[src/rtl/spp_pkg.sv]
// spp_pkg: shared types, codes and constants for the setpoint profile generator
// no dependencies; used by every rtl file of the block but spp_muldiv
package spp_pkg;

   localparam int MAX_SEGMENTS_DEF = 32;
   localparam logic [15:0] MS_PER_UNIT_RESET = 16'd2000;
   localparam int FRAC_BITS = 8;

   localparam logic [2:0] MODE_CLEAR   = 3'd0;
   localparam logic [2:0] MODE_APPEND  = 3'd1;
   localparam logic [2:0] MODE_COMMIT  = 3'd2;
   localparam logic [2:0] MODE_RESTART = 3'd3;
   localparam logic [2:0] MODE_TICK    = 3'd4;

   typedef struct packed {
      logic [2:0]  mode;
      logic [11:0] seg_target;
      logic [31:0] seg_time_ms;
      logic [31:0] now_ms;
   } spp_req_type;

   typedef struct packed {
      logic [19:0] setpoint_q8;
      logic        running;
      logic [5:0]  segment_now;
      logic        ramping_down;
      logic        finished;
      logic        stretched;
   } spp_rsp_type;

   typedef enum logic [4:0] {
      CMD_NONE,
      CMD_LOAD,
      CMD_CLEAR,
      CMD_APPEND,
      CMD_RESTART,
      CMD_WALK_INIT,
      CMD_READ_WALK,
      CMD_SUM_ACC,
      CMD_UNITS,
      CMD_MIN,
      CMD_STR_INIT,
      CMD_STR_GO,
      CMD_STR_WR,
      CMD_ARM,
      CMD_TICK_RD,
      CMD_TICK_GO,
      CMD_TICK_NEXT,
      CMD_TICK_WR,
      CMD_DOWN_MUL,
      CMD_DOWN_GO,
      CMD_DOWN_WR,
      CMD_DOWN_END,
      CMD_RSP
   } spp_cmd_type;

   typedef struct packed {
      logic [2:0] mode;
      logic       armed;
      logic       in_segment;
      logic       walk_last;
      logic       count_zero;
      logic       stretch_need;
      logic       e_lt_time;
      logic       e_lt_down;
      logic       md_busy;
      logic       rsp_free;
   } spp_status_type;

endpackage

[src/rtl/piecewise_setpoint_profile_top.sv]
// piecewise_setpoint_profile_top: setpoint ramp generator, one result transfer per request
// clear, append, restart and idle tick go straight to the result; a tick inside a ramp or ramp-down
//   uses the shared multiply/divide unit (32 multiply steps then 66 divide steps)
// commit: sums the segments, then rescales each segment's time in that unit when times stretch
// one request at a time; the next is taken while a result still waits
// reset (synchronous, active high): table empty, stopped, setpoint 0, ms_per_unit 2000
module piecewise_setpoint_profile_top #(
   parameter int MAX_SEGMENTS = spp_pkg::MAX_SEGMENTS_DEF
) (
   input  logic                  clock,
   input  logic                  reset,
   input  logic                  req_valid,
   output logic                  req_ready,
   input  spp_pkg::spp_req_type  req_data,
   output logic                  rsp_valid,
   input  logic                  rsp_ready,
   output spp_pkg::spp_rsp_type  rsp_data,
   input  logic                  csr_write_en,
   input  logic [15:0]           csr_write_data
);

   spp_pkg::spp_cmd_type    cmd;
   spp_pkg::spp_status_type status;

   spp_ctrl u_ctrl (
      .clock     (clock),
      .reset     (reset),
      .req_valid (req_valid),
      .req_ready (req_ready),
      .status    (status),
      .cmd       (cmd)
   );

   spp_datapath #(
      .MAX_SEGMENTS (MAX_SEGMENTS)
   ) u_datapath (
      .clock          (clock),
      .reset          (reset),
      .cmd            (cmd),
      .status         (status),
      .req_data       (req_data),
      .rsp_ready      (rsp_ready),
      .rsp_valid      (rsp_valid),
      .rsp_data       (rsp_data),
      .csr_write_en   (csr_write_en),
      .csr_write_data (csr_write_data)
   );

endmodule

[src/rtl/spp_muldiv.sv]
// spp_muldiv: iterative floor(a * b / d), shift-add multiply then restoring divide
// depends on nothing outside itself; used by spp_datapath
module spp_muldiv #(
   parameter int A_WIDTH = 34,
   parameter int D_WIDTH = 37
) (
   input  logic                    clock,
   input  logic                    reset,
   input  logic                    start,
   input  logic [A_WIDTH-1:0]      a,
   input  logic [31:0]             b,
   input  logic [D_WIDTH-1:0]      d,
   output logic                    busy,
   output logic [A_WIDTH+31:0]     quotient
);

   localparam int PW = A_WIDTH + 32;
   localparam int CNTW = $clog2(PW);

   typedef enum logic [1:0] {
      PH_IDLE,
      PH_MUL,
      PH_DIV
   } phase_type;

   phase_type            phase_ff;
   logic [CNTW-1:0]      cnt_ff;
   logic [A_WIDTH-1:0]   a_ff;
   logic [31:0]          b_ff;
   logic [D_WIDTH-1:0]   d_ff;
   logic [PW-1:0]        acc_ff;
   logic [D_WIDTH:0]     rem_ff;

   logic [D_WIDTH:0]     rem_shift;
   logic [D_WIDTH:0]     rem_sub;
   logic                 rem_ge;
   logic [PW-1:0]        mul_sum;

   assign rem_shift = {rem_ff[D_WIDTH-1:0], acc_ff[PW-1]};
   assign rem_ge    = rem_shift >= {1'b0, d_ff};
   assign rem_sub   = rem_shift - {1'b0, d_ff};
   assign mul_sum   = {acc_ff[PW-2:0], 1'b0} + (b_ff[31] ? PW'(a_ff) : {PW{1'b0}});

   always_ff @(posedge clock) begin
      if (reset) begin
         phase_ff <= PH_IDLE;
         cnt_ff   <= '0;
      end else begin
         case (phase_ff)
            PH_IDLE: begin
               if (start) begin
                  a_ff     <= a;
                  b_ff     <= b;
                  d_ff     <= d;
                  acc_ff   <= '0;
                  rem_ff   <= '0;
                  cnt_ff   <= CNTW'(31);
                  phase_ff <= PH_MUL;
               end
            end
            PH_MUL: begin
               acc_ff <= mul_sum;
               b_ff   <= {b_ff[30:0], 1'b0};
               if (cnt_ff == '0) begin
                  cnt_ff   <= CNTW'(PW - 1);
                  phase_ff <= PH_DIV;
               end else begin
                  cnt_ff <= cnt_ff - 1'b1;
               end
            end
            PH_DIV: begin
               rem_ff <= rem_ge ? rem_sub : rem_shift;
               acc_ff <= {acc_ff[PW-2:0], rem_ge};
               if (cnt_ff == '0) begin
                  phase_ff <= PH_IDLE;
               end else begin
                  cnt_ff <= cnt_ff - 1'b1;
               end
            end
            default: begin
               phase_ff <= PH_IDLE;
            end
         endcase
      end
   end

   assign busy     = (phase_ff != PH_IDLE);
   assign quotient = acc_ff;

endmodule

[src/rtl/spp_datapath.sv]
// spp_datapath: segment tables, profile state, commit sums and output register
// depends on spp_pkg and spp_muldiv; driven by commands from spp_ctrl
module spp_datapath #(
   parameter int MAX_SEGMENTS = spp_pkg::MAX_SEGMENTS_DEF
) (
   input  logic                     clock,
   input  logic                     reset,
   input  spp_pkg::spp_cmd_type     cmd,
   output spp_pkg::spp_status_type  status,
   input  spp_pkg::spp_req_type     req_data,
   input  logic                     rsp_ready,
   output logic                     rsp_valid,
   output spp_pkg::spp_rsp_type     rsp_data,
   input  logic                     csr_write_en,
   input  logic [15:0]              csr_write_data
);

   localparam int CW = $clog2(MAX_SEGMENTS + 1);
   localparam int AW = (MAX_SEGMENTS > 1) ? $clog2(MAX_SEGMENTS) : 1;
   localparam int UW = 12 + $clog2(MAX_SEGMENTS + 1);
   localparam int MW = UW + 16;
   localparam int DW = 32 + $clog2(MAX_SEGMENTS + 1);
   localparam int PW = MW + 32;
   localparam int XW = (MW > DW) ? MW : DW;

   logic [11:0]          tgt_mem [MAX_SEGMENTS];
   logic [31:0]          time_mem [MAX_SEGMENTS];

   spp_pkg::spp_req_type req_ff;
   logic [15:0]          ms_ff;
   logic [CW-1:0]        seg_count_ff;
   logic                 armed_ff;
   logic [CW-1:0]        seg_idx_ff;
   logic [11:0]          start_ff;
   logic [31:0]          seg_start_ff;
   logic [19:0]          held_ff;
   logic [31:0]          e_ff;
   logic [CW-1:0]        walk_ff;
   logic [UW-1:0]        units_ff;
   logic [DW-1:0]        user_ff;
   logic [11:0]          prev_ff;
   logic [MW-1:0]        min_ff;
   logic [27:0]          down_ff;
   logic                 up_ff;
   logic [11:0]          tgt_rd_ff;
   logic [31:0]          time_rd_ff;
   logic                 stretched_ff;
   logic                 finished_ff;
   logic                 rsp_valid_ff;
   spp_pkg::spp_rsp_type rsp_ff;

   logic                 rd_en;
   logic [AW-1:0]        rd_addr;
   logic                 tgt_we;
   logic                 time_we;
   logic [AW-1:0]        wr_addr;
   logic [31:0]          time_wdata;
   logic                 md_start;
   logic [MW-1:0]        md_a;
   logic [31:0]          md_b;
   logic [DW-1:0]        md_d;
   logic                 md_busy;
   logic [PW-1:0]        md_q;
   logic [31:0]          sat_q;
   logic [11:0]          walk_diff;
   logic [11:0]          seg_diff;
   logic [19:0]          base_q8;

   assign sat_q     = (|md_q[PW-1:32]) ? 32'hFFFF_FFFF : md_q[31:0];
   assign walk_diff = (tgt_rd_ff > prev_ff) ? (tgt_rd_ff - prev_ff) : (prev_ff - tgt_rd_ff);
   assign seg_diff  = (tgt_rd_ff > start_ff) ? (tgt_rd_ff - start_ff)
                                             : (start_ff - tgt_rd_ff);
   assign base_q8   = {start_ff, 8'b0};

   always_comb begin
      rd_en      = 1'b0;
      rd_addr    = walk_ff[AW-1:0];
      tgt_we     = 1'b0;
      time_we    = 1'b0;
      wr_addr    = seg_count_ff[AW-1:0];
      time_wdata = req_ff.seg_time_ms;
      md_start   = 1'b0;
      md_a       = MW'(base_q8);
      md_b       = e_ff;
      md_d       = DW'(down_ff);
      case (cmd)
         spp_pkg::CMD_APPEND: begin
            if (seg_count_ff < CW'(MAX_SEGMENTS)) begin
               tgt_we  = 1'b1;
               time_we = 1'b1;
            end
         end
         spp_pkg::CMD_READ_WALK: begin
            rd_en = 1'b1;
         end
         spp_pkg::CMD_TICK_RD: begin
            rd_en   = 1'b1;
            rd_addr = seg_idx_ff[AW-1:0];
         end
         spp_pkg::CMD_STR_GO: begin
            md_start = 1'b1;
            md_a     = min_ff;
            md_b     = time_rd_ff;
            md_d     = user_ff;
         end
         spp_pkg::CMD_STR_WR: begin
            time_we    = 1'b1;
            wr_addr    = walk_ff[AW-1:0];
            time_wdata = sat_q;
         end
         spp_pkg::CMD_TICK_GO: begin
            md_start = 1'b1;
            md_a     = MW'({seg_diff, 8'b0});
            md_d     = DW'(time_rd_ff);
         end
         spp_pkg::CMD_DOWN_GO: begin
            md_start = 1'b1;
         end
         default: begin
         end
      endcase
   end

   always_ff @(posedge clock) begin
      if (tgt_we) begin
         tgt_mem[wr_addr] <= req_ff.seg_target;
      end
      if (rd_en) begin
         tgt_rd_ff <= tgt_mem[rd_addr];
      end
   end

   always_ff @(posedge clock) begin
      if (time_we) begin
         time_mem[wr_addr] <= time_wdata;
      end
      if (rd_en) begin
         time_rd_ff <= time_mem[rd_addr];
      end
   end

   spp_muldiv #(
      .A_WIDTH (MW),
      .D_WIDTH (DW)
   ) u_muldiv (
      .clock    (clock),
      .reset    (reset),
      .start    (md_start),
      .a        (md_a),
      .b        (md_b),
      .d        (md_d),
      .busy     (md_busy),
      .quotient (md_q)
   );

   always_ff @(posedge clock) begin
      if (reset) begin
         ms_ff        <= spp_pkg::MS_PER_UNIT_RESET;
         seg_count_ff <= '0;
         armed_ff     <= 1'b0;
         seg_idx_ff   <= '0;
         start_ff     <= '0;
         seg_start_ff <= '0;
         held_ff      <= '0;
         stretched_ff <= 1'b0;
         finished_ff  <= 1'b0;
         rsp_valid_ff <= 1'b0;
      end else begin
         if (csr_write_en) begin
            ms_ff <= csr_write_data;
         end
         if (cmd == spp_pkg::CMD_RSP) begin
            rsp_valid_ff <= 1'b1;
         end else if (rsp_ready) begin
            rsp_valid_ff <= 1'b0;
         end
         case (cmd)
            spp_pkg::CMD_LOAD: begin
               req_ff       <= req_data;
               e_ff         <= req_data.now_ms - seg_start_ff;
               stretched_ff <= 1'b0;
               finished_ff  <= 1'b0;
            end
            spp_pkg::CMD_CLEAR: begin
               seg_count_ff <= '0;
               armed_ff     <= 1'b0;
            end
            spp_pkg::CMD_APPEND: begin
               if (seg_count_ff < CW'(MAX_SEGMENTS)) begin
                  seg_count_ff <= seg_count_ff + 1'b1;
               end
            end
            spp_pkg::CMD_RESTART: begin
               seg_idx_ff   <= '0;
               start_ff     <= '0;
               seg_start_ff <= req_ff.now_ms;
            end
            spp_pkg::CMD_WALK_INIT: begin
               walk_ff  <= '0;
               units_ff <= '0;
               user_ff  <= '0;
               prev_ff  <= '0;
            end
            spp_pkg::CMD_SUM_ACC: begin
               units_ff <= units_ff + UW'(walk_diff);
               prev_ff  <= tgt_rd_ff;
               user_ff  <= user_ff + DW'(time_rd_ff);
               walk_ff  <= walk_ff + 1'b1;
            end
            spp_pkg::CMD_UNITS: begin
               units_ff <= units_ff + UW'(prev_ff);
            end
            spp_pkg::CMD_MIN: begin
               min_ff <= units_ff * ms_ff;
            end
            spp_pkg::CMD_STR_INIT: begin
               walk_ff      <= '0;
               stretched_ff <= 1'b1;
            end
            spp_pkg::CMD_STR_WR: begin
               walk_ff <= walk_ff + 1'b1;
            end
            spp_pkg::CMD_ARM: begin
               armed_ff     <= 1'b1;
               seg_idx_ff   <= '0;
               start_ff     <= '0;
               seg_start_ff <= req_ff.now_ms;
            end
            spp_pkg::CMD_TICK_GO: begin
               up_ff <= tgt_rd_ff > start_ff;
            end
            spp_pkg::CMD_TICK_NEXT: begin
               held_ff      <= {tgt_rd_ff, 8'b0};
               start_ff     <= tgt_rd_ff;
               seg_idx_ff   <= seg_idx_ff + 1'b1;
               seg_start_ff <= req_ff.now_ms;
            end
            spp_pkg::CMD_TICK_WR: begin
               held_ff <= up_ff ? (base_q8 + md_q[19:0]) : (base_q8 - md_q[19:0]);
            end
            spp_pkg::CMD_DOWN_MUL: begin
               down_ff <= start_ff * ms_ff;
            end
            spp_pkg::CMD_DOWN_WR: begin
               held_ff <= base_q8 - md_q[19:0];
            end
            spp_pkg::CMD_DOWN_END: begin
               held_ff     <= '0;
               armed_ff    <= 1'b0;
               finished_ff <= 1'b1;
            end
            spp_pkg::CMD_RSP: begin
               rsp_ff.setpoint_q8  <= held_ff;
               rsp_ff.running      <= armed_ff;
               rsp_ff.segment_now  <= 6'(seg_idx_ff);
               rsp_ff.ramping_down <= armed_ff && (seg_idx_ff >= seg_count_ff);
               rsp_ff.finished     <= finished_ff;
               rsp_ff.stretched    <= stretched_ff;
            end
            default: begin
            end
         endcase
      end
   end

   assign status.mode         = req_ff.mode;
   assign status.armed        = armed_ff;
   assign status.in_segment   = seg_idx_ff < seg_count_ff;
   assign status.walk_last    = (walk_ff == seg_count_ff - 1'b1);
   assign status.count_zero   = (seg_count_ff == '0);
   assign status.stretch_need = (user_ff != '0) && (XW'(user_ff) < XW'(min_ff));
   assign status.e_lt_time    = e_ff < time_rd_ff;
   assign status.e_lt_down    = e_ff < {4'b0, down_ff};
   assign status.md_busy      = md_busy;
   assign status.rsp_free     = !rsp_valid_ff || rsp_ready;

   assign rsp_valid = rsp_valid_ff;
   assign rsp_data  = rsp_ff;

   a_count_bound: assert property (@(posedge clock) disable iff (reset)
      seg_count_ff <= CW'(MAX_SEGMENTS))
      else $error("segment count above table depth");

   a_idx_bound: assert property (@(posedge clock) disable iff (reset)
      armed_ff |-> seg_idx_ff <= seg_count_ff)
      else $error("segment index past count while running");

   a_fin_stops: assert property (@(posedge clock) disable iff (reset)
      rsp_valid_ff && rsp_ff.finished |-> !rsp_ff.running)
      else $error("finished transfer still running");

   a_str_runs: assert property (@(posedge clock) disable iff (reset)
      rsp_valid_ff && rsp_ff.stretched |-> rsp_ff.running)
      else $error("stretched commit did not arm");

endmodule

[src/rtl/spp_ctrl.sv]
// spp_ctrl: sequencing state machine, issues the datapath one command per cycle,
// CMD_NONE in wait states; depends on spp_pkg; reads status from spp_datapath
module spp_ctrl (
   input  logic                     clock,
   input  logic                     reset,
   input  logic                     req_valid,
   output logic                     req_ready,
   input  spp_pkg::spp_status_type  status,
   output spp_pkg::spp_cmd_type     cmd
);

   typedef enum logic [3:0] {
      ST_IDLE,
      ST_DECODE,
      ST_SUM_RD,
      ST_SUM_ACC,
      ST_UNITS,
      ST_MIN,
      ST_CHK,
      ST_STR_RD,
      ST_STR_GO,
      ST_STR_WAIT,
      ST_ARM,
      ST_TICK_CHK,
      ST_TICK_WAIT,
      ST_DOWN_CHK,
      ST_DOWN_WAIT,
      ST_RESP
   } state_type;

   state_type state_ff;
   state_type state_in;

   always_comb begin
      state_in  = state_ff;
      cmd       = spp_pkg::CMD_NONE;
      req_ready = 1'b0;
      case (state_ff)
         ST_IDLE: begin
            req_ready = 1'b1;
            if (req_valid) begin
               cmd      = spp_pkg::CMD_LOAD;
               state_in = ST_DECODE;
            end
         end
         ST_DECODE: begin
            state_in = ST_RESP;
            case (status.mode)
               spp_pkg::MODE_CLEAR: begin
                  cmd = spp_pkg::CMD_CLEAR;
               end
               spp_pkg::MODE_APPEND: begin
                  cmd = spp_pkg::CMD_APPEND;
               end
               spp_pkg::MODE_RESTART: begin
                  cmd = spp_pkg::CMD_RESTART;
               end
               spp_pkg::MODE_COMMIT: begin
                  cmd      = spp_pkg::CMD_WALK_INIT;
                  state_in = status.count_zero ? ST_UNITS : ST_SUM_RD;
               end
               spp_pkg::MODE_TICK: begin
                  if (status.armed && status.in_segment) begin
                     cmd      = spp_pkg::CMD_TICK_RD;
                     state_in = ST_TICK_CHK;
                  end else if (status.armed) begin
                     cmd      = spp_pkg::CMD_DOWN_MUL;
                     state_in = ST_DOWN_CHK;
                  end
               end
               default: begin
               end
            endcase
         end
         ST_SUM_RD: begin
            cmd      = spp_pkg::CMD_READ_WALK;
            state_in = ST_SUM_ACC;
         end
         ST_SUM_ACC: begin
            cmd      = spp_pkg::CMD_SUM_ACC;
            state_in = status.walk_last ? ST_UNITS : ST_SUM_RD;
         end
         ST_UNITS: begin
            cmd      = spp_pkg::CMD_UNITS;
            state_in = ST_MIN;
         end
         ST_MIN: begin
            cmd      = spp_pkg::CMD_MIN;
            state_in = ST_CHK;
         end
         ST_CHK: begin
            if (status.stretch_need) begin
               cmd      = spp_pkg::CMD_STR_INIT;
               state_in = ST_STR_RD;
            end else begin
               state_in = ST_ARM;
            end
         end
         ST_STR_RD: begin
            cmd      = spp_pkg::CMD_READ_WALK;
            state_in = ST_STR_GO;
         end
         ST_STR_GO: begin
            cmd      = spp_pkg::CMD_STR_GO;
            state_in = ST_STR_WAIT;
         end
         ST_STR_WAIT: begin
            if (!status.md_busy) begin
               cmd      = spp_pkg::CMD_STR_WR;
               state_in = status.walk_last ? ST_ARM : ST_STR_RD;
            end
         end
         ST_ARM: begin
            cmd      = spp_pkg::CMD_ARM;
            state_in = ST_RESP;
         end
         ST_TICK_CHK: begin
            if (status.e_lt_time) begin
               cmd      = spp_pkg::CMD_TICK_GO;
               state_in = ST_TICK_WAIT;
            end else begin
               cmd      = spp_pkg::CMD_TICK_NEXT;
               state_in = ST_RESP;
            end
         end
         ST_TICK_WAIT: begin
            if (!status.md_busy) begin
               cmd      = spp_pkg::CMD_TICK_WR;
               state_in = ST_RESP;
            end
         end
         ST_DOWN_CHK: begin
            if (status.e_lt_down) begin
               cmd      = spp_pkg::CMD_DOWN_GO;
               state_in = ST_DOWN_WAIT;
            end else begin
               cmd      = spp_pkg::CMD_DOWN_END;
               state_in = ST_RESP;
            end
         end
         ST_DOWN_WAIT: begin
            if (!status.md_busy) begin
               cmd      = spp_pkg::CMD_DOWN_WR;
               state_in = ST_RESP;
            end
         end
         ST_RESP: begin
            if (status.rsp_free) begin
               cmd      = spp_pkg::CMD_RSP;
               state_in = ST_IDLE;
            end
         end
         default: begin
            state_in = ST_IDLE;
         end
      endcase
   end

   always_ff @(posedge clock) begin
      if (reset) begin
         state_ff <= ST_IDLE;
      end else begin
         state_ff <= state_in;
      end
   end

endmodule

[config.mk]
export PLATFORM = sky130hd
export DESIGN_NAME = piecewise_setpoint_profile_top
export DESIGN_NICKNAME = d
export VERILOG_FILES = /design/src/rtl/spp_pkg.sv /design/src/rtl/piecewise_setpoint_profile_top.sv /design/src/rtl/spp_muldiv.sv /design/src/rtl/spp_datapath.sv /design/src/rtl/spp_ctrl.sv
export SDC_FILE = /design/constraint.sdc
export NUM_CORES = 2
export LEC_CHECK = 0
export BUFFER_PORTS_ARGS = -buffer_cell sky130_fd_sc_hd__buf_4
export CORE_UTILIZATION = 35
export CTS_BUF_LIST = sky130_fd_sc_hd__clkbuf_16
export CTS_CLUSTER_SIZE = 30
export DETAILED_ROUTE_END_ITERATION = 16
export SYNTH_ARGS = -nofsm -noshare
export SYNTH_HDL_FRONTEND = slang
export SYNTH_SLANG_ARGS = --single-unit
[constraint.sdc]
create_clock -name clock -period 7.75 [get_ports clock]
set_input_delay 1.1625 -clock clock [delete_from_list [all_inputs] [get_ports clock]]
set_output_delay 1.1625 -clock clock [all_outputs]
set_load 0.05 [all_outputs]
==> impl_metrics.csv <==
group,metric,value,unit
clock_network,cts_made_buffers,218,
outcome,outcome,"finished, final reports clean",
grt,grt_antenna_before_repair,12,
clock_network,cts_tree,"yes",
logic_synthesis,postSynthCellCount,8202,
drt,wl,304300,µm
sta,fin_worst_hold_slack,0.4410,ns
drt,post-route-drc-count,0,
grt,largest_net_degree_at_the_start_of_global_routing,98,
critical_path,rr_worst_depth,22,
logic_synthesis,synth_seq_cells,2047,
sta,report.final.slew_viol_count,0,
sta,fin_skew,0.1197,ns
floorplan,rows,203,
floorplan,die_w,556.6,µm
drt,number_of_detailed_routing_iterations_run_before_antenna_repair,6,
critical_path,crit_path_end_kind,"flip-flop",
drt,routed_via_density,5.355,
clock_network,hold_fix_buffers_at_cts,0,
power_and_ir_drop,power.total,47.74,mW
clock_network,cts.path.max_buffers,4,
floorplan,top_level_ports,132,
drt,final_antenna_net_count,0,
placement,detailed_place_hpwl,212600,µm
final_layout,layout-drive-gt1-share,0.1283,
grt,first_global_vias,68860,
sta,layout_setup_ws,0.4693,ns
placement,io_buffer_count,131,
critical_path,cp_data_required_time,8.33,ns
logic_synthesis,synthesized_area_per_cell,13.12,µm²
clock_network,h-tree-depth,4,
critical_path,worst_setup_path_start_kind,"flip-flop",
sta,timing.slew.headroom,0.08400,
logic_synthesis,synth_edf_count,1938,
clock_network,cts_root_buf,"clkbuf_16",
logic_synthesis,synth-async-reset-ratio,0,
logic_synthesis,synth_nets,9167,
floorplan,die-height,556.6,µm
final_layout,finish.net_count,9326,
grt,grt_pass1_wl,451900,µm
power_and_ir_drop,vdd.ir_drop.worst,0.001528,V
drt,vias,67700,
critical_path,critical_path_arrival,7.86,ns
worst_hold_path,worstHoldPathType,"reg2reg",
logic_synthesis,synth.lib_cells_used.distinct,91,
logic_synthesis,synthesis.area,107700,µm²
placement,place.detailed.instances,12230,
floorplan,die_area,309800,µm²
drt,wl_per_cell,24.07,µm
sta,setup_tns,0,ns
final_layout,nFillCells,28540,
worst_hold_path,min_path_cells,0,
critical_path,critical_setup_path_kind,"reg2reg",
final_layout,syn_to_final_growth,12.75,%
flow_run,maxCapViolations,0,
sta,hold_violations,0,
sta,timing.final.crit_share,0.9395,
logic_synthesis,ys_flop_type,"edfxtp_1",
power_and_ir_drop,power.static_leakage,45.25,nW
power_and_ir_drop,power-per-cell-area,393.4,nW/µm²
grt,globalRouteTotalUtil,0.1945,
placement,dp_worst_setup_slack,0.3488,ns
floorplan,initial_utilization,0.3520,
sta,grt_setup_unrepaired,"no",
sta,setup_viol_count_final,0,
critical_path,timing.critical_path.fanout_max,12,
final_layout,finish.cell_count_without_fillers,12640,
floorplan,core_area,305800,µm²
grt,grt_overflow,0,
clock_network,clkLatencyLatePin,0.91,ns
final_layout,multi_input_comb_area,43580,µm²
logic_synthesis,seq_area_frac_synth,0.5609,
clock_network,clk_pin_slew,0.06,ns
placement,final_gp_congestion,0.9033,
sta,max_clock_freq,0.1373,GHz
sta,fin_crit,7.281,ns
sta,tightest_slew,1.374,ns
logic_synthesis,number_of_synthesis_warnings,0,
final_layout,seq_area,60380,µm²
drt,detail_route.iter0.violations,6408,
clock_network,tritoncts_num_sinks,2047,
[cell type report]
class	instances	area share
antenna	7	0.0001443
sequential	2047	0.4975
inverter	689	0.02131
multi-input combinational	5074	0.3591
clock buffer	222	0.04577
tap	4100	0.04227
timing repair buffer	331	0.02171
clock inverter	173	0.01226
[placed cells by master (no fill, tap or decap), types with 34 or more instances in the layout]
cell       netlist  routed
a31oi_1         39      39
nand3_1        123     122
a21oi_1        360     358
buf_4            2     319
o21a_1          39      39
nand4_1         43      43
o21ai_1         59      56
nor2b_1         57      57
a22oi_1         62      62
mux2i_1        102      98
xnor2_1        134     134
nor4_1          48      48
clkinv_1         2      52
fa_1           372     372
nor3_1          65      59
o22ai_1         57      57
and3_1          37      36
nor2_4           0      34
a21o_1         154     154
dfxtp_1        109     109
and2_1         252     252
mux4_2         352     352
xor2_1          85      85
o22a_1          36      36
nor2_1         353     318
clkinv_2         0      34
o21ai_0        259     258
a211oi_1        38      36
edfxtp_1      1938    1938
inv_1          687     728
nand2_1       1075    1074
ha_1           493     492
nand2b_1        38      37
clkbuf_16        0     222
[logic make-up (layout without fill, tap and decap cells)]
logic type / after synthesis / after routing / share of synthesized area
AOI/OAI and AO/OA: 1352 / 1352 / 0.08057
xor gates and xnor gates: 219 / 219 / 0.01782
adders and majority gates: 865 / 865 / 0.1265
buffers and inverters: 1081 / 1415 / 0.03844
DFF: 2047 / 2047 / 0.5609
muxes: 464 / 464 / 0.08420
other: 0 / 7 / 0
and+or+nand+nor: 2174 / 2174 / 0.09163
[sequential cells by signal (all words and copies together) (netlist names), 20 cells and up]
name,count
u_datapath.tgt_mem,384
u_datapath.held_ff,20
u_datapath.req_ff,76
u_datapath.u_muldiv.quotient,66
u_datapath.rsp_data,30
u_datapath.down_ff,28
u_datapath.user_ff,38
u_datapath.time_rd_ff,32
u_datapath.time_mem,1024
u_datapath.u_muldiv.a_ff,34
u_datapath.seg_start_ff,32
u_datapath.u_muldiv.rem_ff,38
u_datapath.e_ff,32
u_datapath.min_ff,34
u_datapath.u_muldiv.b_ff,32
u_datapath.u_muldiv.d_ff,38
[repair_timing]
action / in CTS / in global routing
endpoints found under the setup margin: 0 / 1
resized for setup: 0 / 1
setup buffers: 0 / 8
[worst paths after layout]
path	start	slack [ns]	to
worst max-delay path	u_datapath.ms_ff[6]	0.47	u_datapath.min_ff[32]
worst min-delay path	u_datapath.held_ff[7]	0.44	u_datapath.rsp_data[17]
worst max register to register	u_datapath.ms_ff[6]	0.47	u_datapath.min_ff[32]
worst min register to register	u_datapath.held_ff[7]	0.44	u_datapath.rsp_data[17]
[cells in the mapped netlist (85+ instances only)]
cell / n / share of area
fa_1: 372 / 0.069
xnor2_1: 134 / 0.011
inv_1: 687 / 0.024
a21oi_1: 360 / 0.017
edfxtp_1: 1938 / 0.54
mux2i_1: 102 / 0.0095
and2_1: 252 / 0.015
mux4_2: 352 / 0.074
xor2_1: 85 / 0.0069
nand3_1: 123 / 0.0057
o21ai_0: 259 / 0.012
ha_1: 493 / 0.057
nor2_1: 353 / 0.012
clkbuf_1: 285 / 0.0099
dfxtp_1: 109 / 0.020
a21o_1: 154 / 0.011
nand2_1: 1075 / 0.037
[power by group]
part / switching (mW) / internal, mW
logic: 14.0 / 8.57
registers: 0.792 / 13.9
clock network: 4.41 / 5.98
[through the flow]
stage / cell area [µm²] / utilization
after floorplan: 107700 / -
after global placement: 114200 / 0.3735
after detailed placement: 114200 / 0.3735
after CTS: 121300 / 0.3966
after global routing: 121400 / 0.3969
final: 121400 / 0.3969
[worst max-delay path: stages, from the launching register on]
cell,delay [ns]
dfxtp_1,0.71
nand2_1,0.17
fa_1,0.57
inv_1,0.06
fa_1,0.54
inv_1,0.06
fa_1,0.46
fa_1,0.49
inv_1,0.05
fa_1,0.53
fa_1,0.51
ha_1,0.37
a21o_1,0.18
a21oi_1,0.23
o21ai_0,0.18
nor2_1,0.23
o21bai_1,0.17
nand2_1,0.16
o221ai_1,0.14
and4_1,0.23
a2111oi_1,0.55
a22oi_1,0.17
xor2_1,0.18
[layer usage]
metal | GRT usage | share of wire | wire, µm
met5 | 0 | 0.000089 | 27
met4 | 0.08247 | 0.048 | 14470
met3 | 0.02618 | 0.064 | 19400
met2 | 0.3238 | 0.48 | 146500
met1 | 0.2542 | 0.41 | 123900
No activity file was read; power rests on OpenSTA's default activity.
